$ cat config.mk
export PLATFORM = sky130hd
export DESIGN_NAME = nodeid_binary_decoder_flat
export DESIGN_NICKNAME = d
export VERILOG_FILES = /design/src/hdl/nbd_pkg.sv /design/src/hdl/nbd_in_if.sv /design/src/hdl/nbd_out_if.sv /design/src/hdl/nbd_parser.sv /design/src/hdl/nodeid_binary_decoder.sv /design/src/flat_wrapper.sv
export SDC_FILE = /design/constraint.sdc
export NUM_CORES = 1
export LEC_CHECK = 0
export ABC_AREA = 0
export BUFFER_PORTS_ARGS = -buffer_cell sky130_fd_sc_hd__buf_4
export CAP_MARGIN = 10
export CORE_ASPECT_RATIO = 1.5
export CORE_MARGIN = 3
export CORE_UTILIZATION = 57
export DETAILED_ROUTE_END_ITERATION = 8
export PLACE_DENSITY = 0.84
export SYNTH_ARGS = -nofsm -noshare
export SYNTH_HDL_FRONTEND = slang
export SYNTH_SLANG_ARGS = --single-unit
$ cat constraint.sdc
create_clock -name clk_i -period 3.7 [get_ports clk_i]
set_input_delay 0.74 -clock clk_i [delete_from_list [all_inputs] [get_ports clk_i]]
set_output_delay 0.74 -clock clk_i [all_outputs]
set_load 0.01 [all_outputs]
$ cat src/hdl/nbd_pkg.sv
// Package for the node identifier decoder: field widths, layout and status
// codes, and the item types shared by the interfaces and the modules.
// Depends on nothing.
`default_nettype none

package nbd_pkg;

  localparam int unsigned ByteW  = 8;
  localparam int unsigned StatW  = 2;
  localparam int unsigned NsW    = 16;
  localparam int unsigned IdW    = 32;
  localparam int unsigned PhaseW = 3;
  localparam int unsigned KindW  = 2;

  // The low nibble of the mask byte selects the layout.
  localparam logic [ByteW-1:0] FMT_MASK = 8'h0F;

  localparam logic [KindW-1:0] FMT_TWOBYTE  = 2'd0;
  localparam logic [KindW-1:0] FMT_FOURBYTE = 2'd1;
  localparam logic [KindW-1:0] FMT_NUMERIC  = 2'd2;
  localparam logic [KindW-1:0] FMT_STRING   = 2'd3;

  localparam logic [StatW-1:0] ST_GOOD   = 2'd0;
  localparam logic [StatW-1:0] ST_BADFMT = 2'd1;
  localparam logic [StatW-1:0] ST_TRUNC  = 2'd2;

  // Byte phase zero means the next byte is a mask byte.
  localparam logic [PhaseW-1:0] PH_MASK = 3'd0;

  typedef struct packed {
    logic [ByteW-1:0] data_byte;
    logic             end_of_buffer;
  } nbd_in_t;

  typedef struct packed {
    logic [StatW-1:0] status;
    logic             id_is_string;
    logic [NsW-1:0]   ns_index;
    logic [IdW-1:0]   numeric_id;
  } nbd_out_t;

  // Number of bytes after the mask that complete each layout.
  function automatic logic [PhaseW-1:0] layout_length(input logic [KindW-1:0] kind);
    logic [PhaseW-1:0] len;
    case (kind)
      FMT_TWOBYTE:  len = 3'd1;
      FMT_FOURBYTE: len = 3'd3;
      FMT_NUMERIC:  len = 3'd6;
      default:      len = 3'd2;
    endcase
    return len;
  endfunction

endpackage

`default_nettype wire

$ cat src/hdl/nbd_in_if.sv
// Input channel of the node identifier decoder: valid/ready and one byte.
// Depends on nbd_pkg.
`default_nettype none

interface nbd_in_if;
  import nbd_pkg::*;

  logic             valid;
  logic             ready;
  logic [ByteW-1:0] data_byte;
  logic             end_of_buffer;

  modport source (output valid, output data_byte, output end_of_buffer, input ready);
  modport sink   (input valid, input data_byte, input end_of_buffer, output ready);
endinterface

`default_nettype wire

$ cat src/hdl/nbd_out_if.sv
// Result channel of the node identifier decoder: valid/ready and the result.
// Depends on nbd_pkg.
`default_nettype none

interface nbd_out_if;
  import nbd_pkg::*;

  logic             valid;
  logic             ready;
  logic [StatW-1:0] status;
  logic             id_is_string;
  logic [NsW-1:0]   ns_index;
  logic [IdW-1:0]   numeric_id;

  modport source (output valid, output status, output id_is_string,
                  output ns_index, output numeric_id, input ready);
  modport sink   (input valid, input status, input id_is_string,
                  input ns_index, input numeric_id, output ready);
endinterface

`default_nettype wire

$ cat src/hdl/nbd_parser.sv
// Byte-level parser state of the node identifier decoder: phase, layout,
// and the namespace and identifier accumulators. Depends on nbd_pkg.
`default_nettype none

module nbd_parser (
  input  wire               clk_i,
  input  wire               rst_ni,
  input  wire               step_i,
  input  nbd_pkg::nbd_in_t  in_i,
  output logic              res_valid_o,
  output nbd_pkg::nbd_out_t res_o
);
  import nbd_pkg::*;

  logic [PhaseW-1:0] phase_q, phase_d;
  logic [KindW-1:0]  kind_q, kind_d;
  logic [NsW-1:0]    ns_q, ns_d;
  logic [IdW-1:0]    id_q, id_d;

  logic [ByteW-1:0]  fmt;
  logic [NsW-1:0]    ns_upd;
  logic [IdW-1:0]    id_upd;
  logic [NsW-1:0]    b_ns;
  logic [IdW-1:0]    b_id;

  assign fmt  = in_i.data_byte & FMT_MASK;
  assign b_ns = {{(NsW-ByteW){1'b0}}, in_i.data_byte};
  assign b_id = {{(IdW-ByteW){1'b0}}, in_i.data_byte};

  // Accumulator values after folding in one body byte.
  always_comb begin
    ns_upd = ns_q;
    id_upd = id_q;
    case (kind_q)
      FMT_TWOBYTE: begin
        id_upd = b_id;
      end
      FMT_FOURBYTE: begin
        if (phase_q == 3'd1) begin
          ns_upd = b_ns;
        end else if (phase_q == 3'd2) begin
          id_upd = id_q | b_id;
        end else begin
          id_upd = id_q | (b_id << 8);
        end
      end
      FMT_NUMERIC: begin
        case (phase_q)
          3'd1:    ns_upd = ns_q | b_ns;
          3'd2:    ns_upd = ns_q | (b_ns << 8);
          3'd3:    id_upd = id_q | b_id;
          3'd4:    id_upd = id_q | (b_id << 8);
          3'd5:    id_upd = id_q | (b_id << 16);
          3'd6:    id_upd = id_q | (b_id << 24);
          default: id_upd = id_q;
        endcase
      end
      default: begin
        if (phase_q == 3'd1) begin
          ns_upd = ns_q | b_ns;
        end else if (phase_q == 3'd2) begin
          ns_upd = ns_q | (b_ns << 8);
        end
      end
    endcase
  end

  always_comb begin
    phase_d     = phase_q;
    kind_d      = kind_q;
    ns_d        = ns_q;
    id_d        = id_q;
    res_valid_o = 1'b0;
    res_o       = '0;
    if (step_i) begin
      if (phase_q == PH_MASK) begin
        phase_d = PH_MASK;
        kind_d  = '0;
        ns_d    = '0;
        id_d    = '0;
        if (fmt > {{(ByteW-KindW){1'b0}}, FMT_STRING}) begin
          res_valid_o  = 1'b1;
          res_o.status = ST_BADFMT;
        end else if (in_i.end_of_buffer) begin
          res_valid_o  = 1'b1;
          res_o.status = ST_TRUNC;
        end else begin
          kind_d  = fmt[KindW-1:0];
          phase_d = 3'd1;
        end
      end else if (phase_q >= layout_length(kind_q)) begin
        // The message is complete: report it and start over.
        res_valid_o    = 1'b1;
        res_o.status   = ST_GOOD;
        res_o.ns_index = ns_upd;
        if (kind_q == FMT_STRING) begin
          res_o.id_is_string = 1'b1;
        end else begin
          res_o.numeric_id = id_upd;
        end
        phase_d = PH_MASK;
        kind_d  = '0;
        ns_d    = '0;
        id_d    = '0;
      end else if (in_i.end_of_buffer) begin
        res_valid_o  = 1'b1;
        res_o.status = ST_TRUNC;
        phase_d      = PH_MASK;
        kind_d       = '0;
        ns_d         = '0;
        id_d         = '0;
      end else begin
        phase_d = phase_q + 3'd1;
        ns_d    = ns_upd;
        id_d    = id_upd;
      end
    end
  end

  always_ff @(posedge clk_i or negedge rst_ni) begin
    if (!rst_ni) begin
      phase_q <= PH_MASK;
      kind_q  <= '0;
      ns_q    <= '0;
      id_q    <= '0;
    end else begin
      phase_q <= phase_d;
      kind_q  <= kind_d;
      ns_q    <= ns_d;
      id_q    <= id_d;
    end
  end

endmodule

`default_nettype wire

$ cat src/hdl/nodeid_binary_decoder.sv
// Top level of the node identifier decoder: input register, parser and
// result register. Depends on nbd_pkg, nbd_in_if, nbd_out_if, nbd_parser.
`default_nettype none

// The decoder takes one byte of an encoded node identifier per transaction
// and emits at most one result per byte: a good result when the identifier
// (or, for the string layout, the namespace) is complete, an unknown-format
// result for a mask whose low nibble is above three, or a truncation result
// when end_of_buffer marks a byte that does not finish the message. A byte
// can be taken in every clock cycle; the rate is one byte per cycle as long
// as the result side keeps taking results. A byte passes through the input
// register and is parsed once the result register is free; its result, if
// any, is loaded into the result register and held there until taken.
// The input side stalls only while the result register holds a result that
// has not been taken and the byte waiting in the input register must move.
module nodeid_binary_decoder (
  input  wire       clk_i,
  input  wire       rst_ni,
  nbd_in_if.sink    in_i,
  nbd_out_if.source out_o
);
  import nbd_pkg::*;

  // Input register.
  logic     in_valid_q, in_valid_d;
  nbd_in_t  in_data_q, in_data_d;

  // Result register.
  logic     out_valid_q, out_valid_d;
  nbd_out_t out_data_q, out_data_d;

  logic     out_free;
  logic     step;
  logic     res_valid;
  nbd_out_t res;

  // The result register can load when it is empty or being emptied now.
  assign out_free = !out_valid_q || out_o.ready;

  // The byte in the input register is parsed when its result has a place.
  assign step = in_valid_q && out_free;

  // A new byte enters when the input register is empty or moving on.
  assign in_i.ready = !in_valid_q || step;

  always_comb begin
    in_valid_d = in_valid_q;
    in_data_d  = in_data_q;
    if (in_i.ready) begin
      in_valid_d              = in_i.valid;
      in_data_d.data_byte     = in_i.data_byte;
      in_data_d.end_of_buffer = in_i.end_of_buffer;
    end
  end

  nbd_parser u_parser (
    .clk_i       (clk_i),
    .rst_ni      (rst_ni),
    .step_i      (step),
    .in_i        (in_data_q),
    .res_valid_o (res_valid),
    .res_o       (res)
  );

  always_comb begin
    out_valid_d = out_valid_q;
    out_data_d  = out_data_q;
    if (out_free) begin
      out_valid_d = step && res_valid;
      out_data_d  = res;
    end
  end

  always_ff @(posedge clk_i or negedge rst_ni) begin
    if (!rst_ni) begin
      in_valid_q  <= 1'b0;
      out_valid_q <= 1'b0;
    end else begin
      in_valid_q  <= in_valid_d;
      out_valid_q <= out_valid_d;
    end
  end

  always_ff @(posedge clk_i) begin
    in_data_q  <= in_data_d;
    out_data_q <= out_data_d;
  end

  assign out_o.valid        = out_valid_q;
  assign out_o.status       = out_data_q.status;
  assign out_o.id_is_string = out_data_q.id_is_string;
  assign out_o.ns_index     = out_data_q.ns_index;
  assign out_o.numeric_id   = out_data_q.numeric_id;

endmodule

`default_nettype wire

$ cat src/flat_wrapper.sv
// flat-port wrapper written by rule: the top's interface ports become plain ports
module nodeid_binary_decoder_flat import nbd_pkg::*;
  (clk_i, rst_ni, in_i_valid, in_i_data_byte, in_i_end_of_buffer, in_i_ready, out_o_valid, out_o_status, out_o_id_is_string, out_o_ns_index, out_o_numeric_id, out_o_ready);
  nbd_in_if in_i_i ();
  nbd_out_if out_o_i ();
  input  wire clk_i;
  input  wire rst_ni;
  input wire logic [$bits(in_i_i.valid)-1:0] in_i_valid;
  input wire logic [$bits(in_i_i.data_byte)-1:0] in_i_data_byte;
  input wire logic [$bits(in_i_i.end_of_buffer)-1:0] in_i_end_of_buffer;
  output wire logic [$bits(in_i_i.ready)-1:0] in_i_ready;
  output wire logic [$bits(out_o_i.valid)-1:0] out_o_valid;
  output wire logic [$bits(out_o_i.status)-1:0] out_o_status;
  output wire logic [$bits(out_o_i.id_is_string)-1:0] out_o_id_is_string;
  output wire logic [$bits(out_o_i.ns_index)-1:0] out_o_ns_index;
  output wire logic [$bits(out_o_i.numeric_id)-1:0] out_o_numeric_id;
  input wire logic [$bits(out_o_i.ready)-1:0] out_o_ready;
  assign in_i_i.valid = in_i_valid;
  assign in_i_i.data_byte = in_i_data_byte;
  assign in_i_i.end_of_buffer = in_i_end_of_buffer;
  assign in_i_ready = in_i_i.ready;
  assign out_o_valid = out_o_i.valid;
  assign out_o_status = out_o_i.status;
  assign out_o_id_is_string = out_o_i.id_is_string;
  assign out_o_ns_index = out_o_i.ns_index;
  assign out_o_numeric_id = out_o_i.numeric_id;
  assign out_o_i.ready = out_o_ready;
  nodeid_binary_decoder u_core (.clk_i(clk_i), .rst_ni(rst_ni), .in_i(in_i_i), .out_o(out_o_i));
endmodule
==> out/metrics.cfg <==
[outcome]
status=finished clean

[cts]
clock_latency_ns=0.41
cts-resized-gates=0
numCtsBuffers=17
cts.sinks=115
cts_root_buffer=clkbuf_16
cts_buffer_depth=2
cts.clk_slew.worst_paths_ns=0.05
cts_setup_buffers=0
cts_tree=yes
htree_levels=4
hold_buffers=0

[run]
drv_cap=0

[global_routing]
use_met1_pct=32.0
use_met3_pct=8.32
antenna_found_initial=0
grt_overflow=0
first_global_vias=3882
grt_start_max_net_pins=56
grt_pass1_wl_um=19700
use_met2_pct=44.4
gr-max-usage-layer=met2
grt_use_total_pct=27.1

[placement]
place_congestion=0.916
portBuffers=65
post-dp-hpwl_um=7610

[synthesis]
synth_edf_count=60
ys_warn_count=0
seq_area_frac_synth_pct=63.2
synthTopCellsByCount=60 x edfxtp_1, 55 x dfrtp_1, 55 x nor2_1, 33 x a22oi_1, 32 x a22o_1
yosys-top-cells-area=edfxtp_1 36%, dfrtp_1 27%, a22o_1 5.6%
synth_ff_type=edfxtp_1
synth.most_common_cell=edfxtp_1
synth_top_area_cell=edfxtp_1
synth_seq_cells=115
yosysTopAreaCellShare_pct=35.8
netlist_instances=423
synth_nets=445
yosysUniqueCellTypes=47
syn_area_um2=5030
synth-async-reset-ratio_pct=47.8
avgSynthCellArea_um2=11.9

[timing]
finalSetupViolations=0
rsz0062_at_grt=false
min_period_ns=2.99
hold_viol=0
slew_headroom_pct=44.0
tightest_slew_ns=0.838
slew_violations=0
skew_ns=0.00935
fmax_mhz=334
min_period_over_period_pct=80.8
finalSetupTns_ns=0

[power_and_ir_drop]
clock_power_share_pct=34.5
switching_share_pct=32.2
vdd_drop_max_mv=0.477
seqPwrFrac_pct=41.4
power_mw=4.14
p_sw_mw=1.34
p_comb_share_pct=24.1
leakagePower_nw=2.52
cellPowerDensity_nw_per_um2=682
cell_internal_pwr_mw=2.81

[worst_setup_path]
worst_setup_path_end_kind=flip-flop
reg2reg_depth=7
worstSetupStartpointType=flip-flop
crit_fanout=24
required_ns=4.04
cp.arrival_ns=3.33
timing_worst_setup_path_type=flip-flop to flip-flop

[final_layout]
drive_gt1_share_pct=20.9
final_util_pct=71.3
fill_cells=615
layout.nets=501
syn2layout_area_growth_pct=20.7
seq_area_um2=3180
diodes=0
multiInputGateArea_um2=1650

[die]
die_height_um=121
core_um2=8520
die_w_um=82.7
row_count=41
initial_utilization_pct=59.1
dieArea_um2=10000
ioPinCount=66

[route]
drcViolationCount=0
num_vias=3845
drt-pass1-iter-count=6
wl_um=12200
antenna_left=0
avgViaCountPerCell=6.42
dr.first_iter.drc_count=400
wl_per_cell_um=20.3

[hold_path]
hold_path.class=input port to async pin

## placed cells by master (no fill, tap or decap), types with 2 or more instances in the layout
| cell type | netlist | routed |
|---|---|---|
| a22o_1 | 32 | 32 |
| nand2b_1 | 5 | 5 |
| a31o_2 | 2 | 2 |
| and3_1 | 7 | 7 |
| o21ai_0 | 8 | 8 |
| clkbuf_1 | 25 | 7 |
| clkbuf_8 | 0 | 3 |
| nand3_1 | 2 | 2 |
| nor2b_1 | 6 | 6 |
| nand4_1 | 7 | 7 |
| o31ai_1 | 4 | 4 |
| nor3b_1 | 2 | 2 |
| a21oi_1 | 23 | 23 |
| inv_1 | 17 | 16 |
| a32o_1 | 3 | 3 |
| a211oi_1 | 2 | 2 |
| dfrtp_1 | 55 | 55 |
| buf_4 | 0 | 71 |
| a22oi_1 | 33 | 33 |
| nor2_1 | 55 | 55 |
| o211ai_1 | 6 | 6 |
| nor4_1 | 2 | 2 |
| nand2_1 | 19 | 19 |
| edfxtp_1 | 60 | 60 |
| ha_1 | 9 | 9 |
| o22ai_1 | 5 | 5 |
| a21o_1 | 3 | 3 |
| a41oi_1 | 4 | 4 |
| clkbuf_16 | 0 | 17 |
| clkinv_2 | 0 | 4 |
## worst max-delay path, cell delays in order, from the launching register on
cell and delay [ns]:
dfrtp_1 0.55, nor2b_1 0.34, inv_1 0.15, ha_1 0.32, a21oi_1 0.18, o21a_1 0.55, a31o_2 0.58, a22o_1 0.24
## sequential cells by signal (all words and copies together), names as in the netlist
signal                     flops
u_core.u_parser.kind_q         2
u_core.out_o.status            2
u_core.u_parser.phase_q        3
u_core.u_parser.ns_q          16
u_core.out_o.valid             1
u_core.in_data_q               9
u_core.out_o.numeric_id       32
u_core.out_o.id_is_string      1
u_core.out_o.ns_index         16
u_core.u_parser.id_q          32
u_core.in_valid_q              1
## stage by stage
stage | area [um2] | hold slack [ns] | std cells | worst slack (ns)
global route | 6070 | 0.427 | 599 | 0.539
CTS | 6070 | 0.398 | 598 | 0.786
floorplan | 5030 | 0.444 | 423 | 0.811
global placement | 5550 | 0.484 | 566 | 1.04
detailed placement | 5550 | 0.488 | 566 | 0.890
finish | 6070 | 0.381 | 599 | 0.709
## metal layers
metal / vias to the layer above / wire length, um
li1: 1703 / -
met1: 1912 / 4470
met4: 0 / 409
met3: 37 / 812
met2: 193 / 6480
met5: - / 0
## final cells by class
| class | instances | share of cell area [%] |
|---|---|---|
| well taps | 107 | 2.20 |
| inverters | 17 | 1.05 |
| clock buffers | 27 | 8.12 |
| multi-input cells | 257 | 27.1 |
| repair buffers | 71 | 8.77 |
| flip-flops and latches | 115 | 52.3 |
| clock inverters | 5 | 0.453 |
## logic make-up (layout without fill, tap and decap cells)
group	after synthesis	in the layout	synth area share [%]
adders and majority gates	9	9	2.24
DFF	115	115	63.2
buffers and inverters	51	120	4.15
and+or+nand+nor	112	112	10.4
AOI/OAI and AO/OA	136	136	20.0
## final timing paths
kind	slack [ns]	endpoint	startpoint
setup / recovery	0.71	u_core.u_parser.id_q[23]	u_core.u_parser.kind_q[1]
hold / removal	0.38	u_core.u_parser.id_q[4]	rst_ni
setup reg to reg	0.71	u_core.u_parser.id_q[23]	u_core.u_parser.kind_q[1]
hold reg to reg	0.51	u_core.u_parser.id_q[9]	u_core.u_parser.id_q[9]
max in group asynchronous	2.83	u_core.u_parser.id_q[14]	rst_ni
min in group clk_i	0.50	u_core.in_data_q[6]	in_i_data_byte[5]
## power groups by stage
stage               Sequential [mW]  Combinational (mW)  Clock (mW)
floorplan                      1.73               0.565           0
global placement               1.72               0.957           0
global route                   1.74                1.09        1.50
detailed placement             1.73               0.982           0
finish                         1.72               0.998        1.43
CTS                            1.72               0.993        1.44
(Power assumes the default switching activity.)
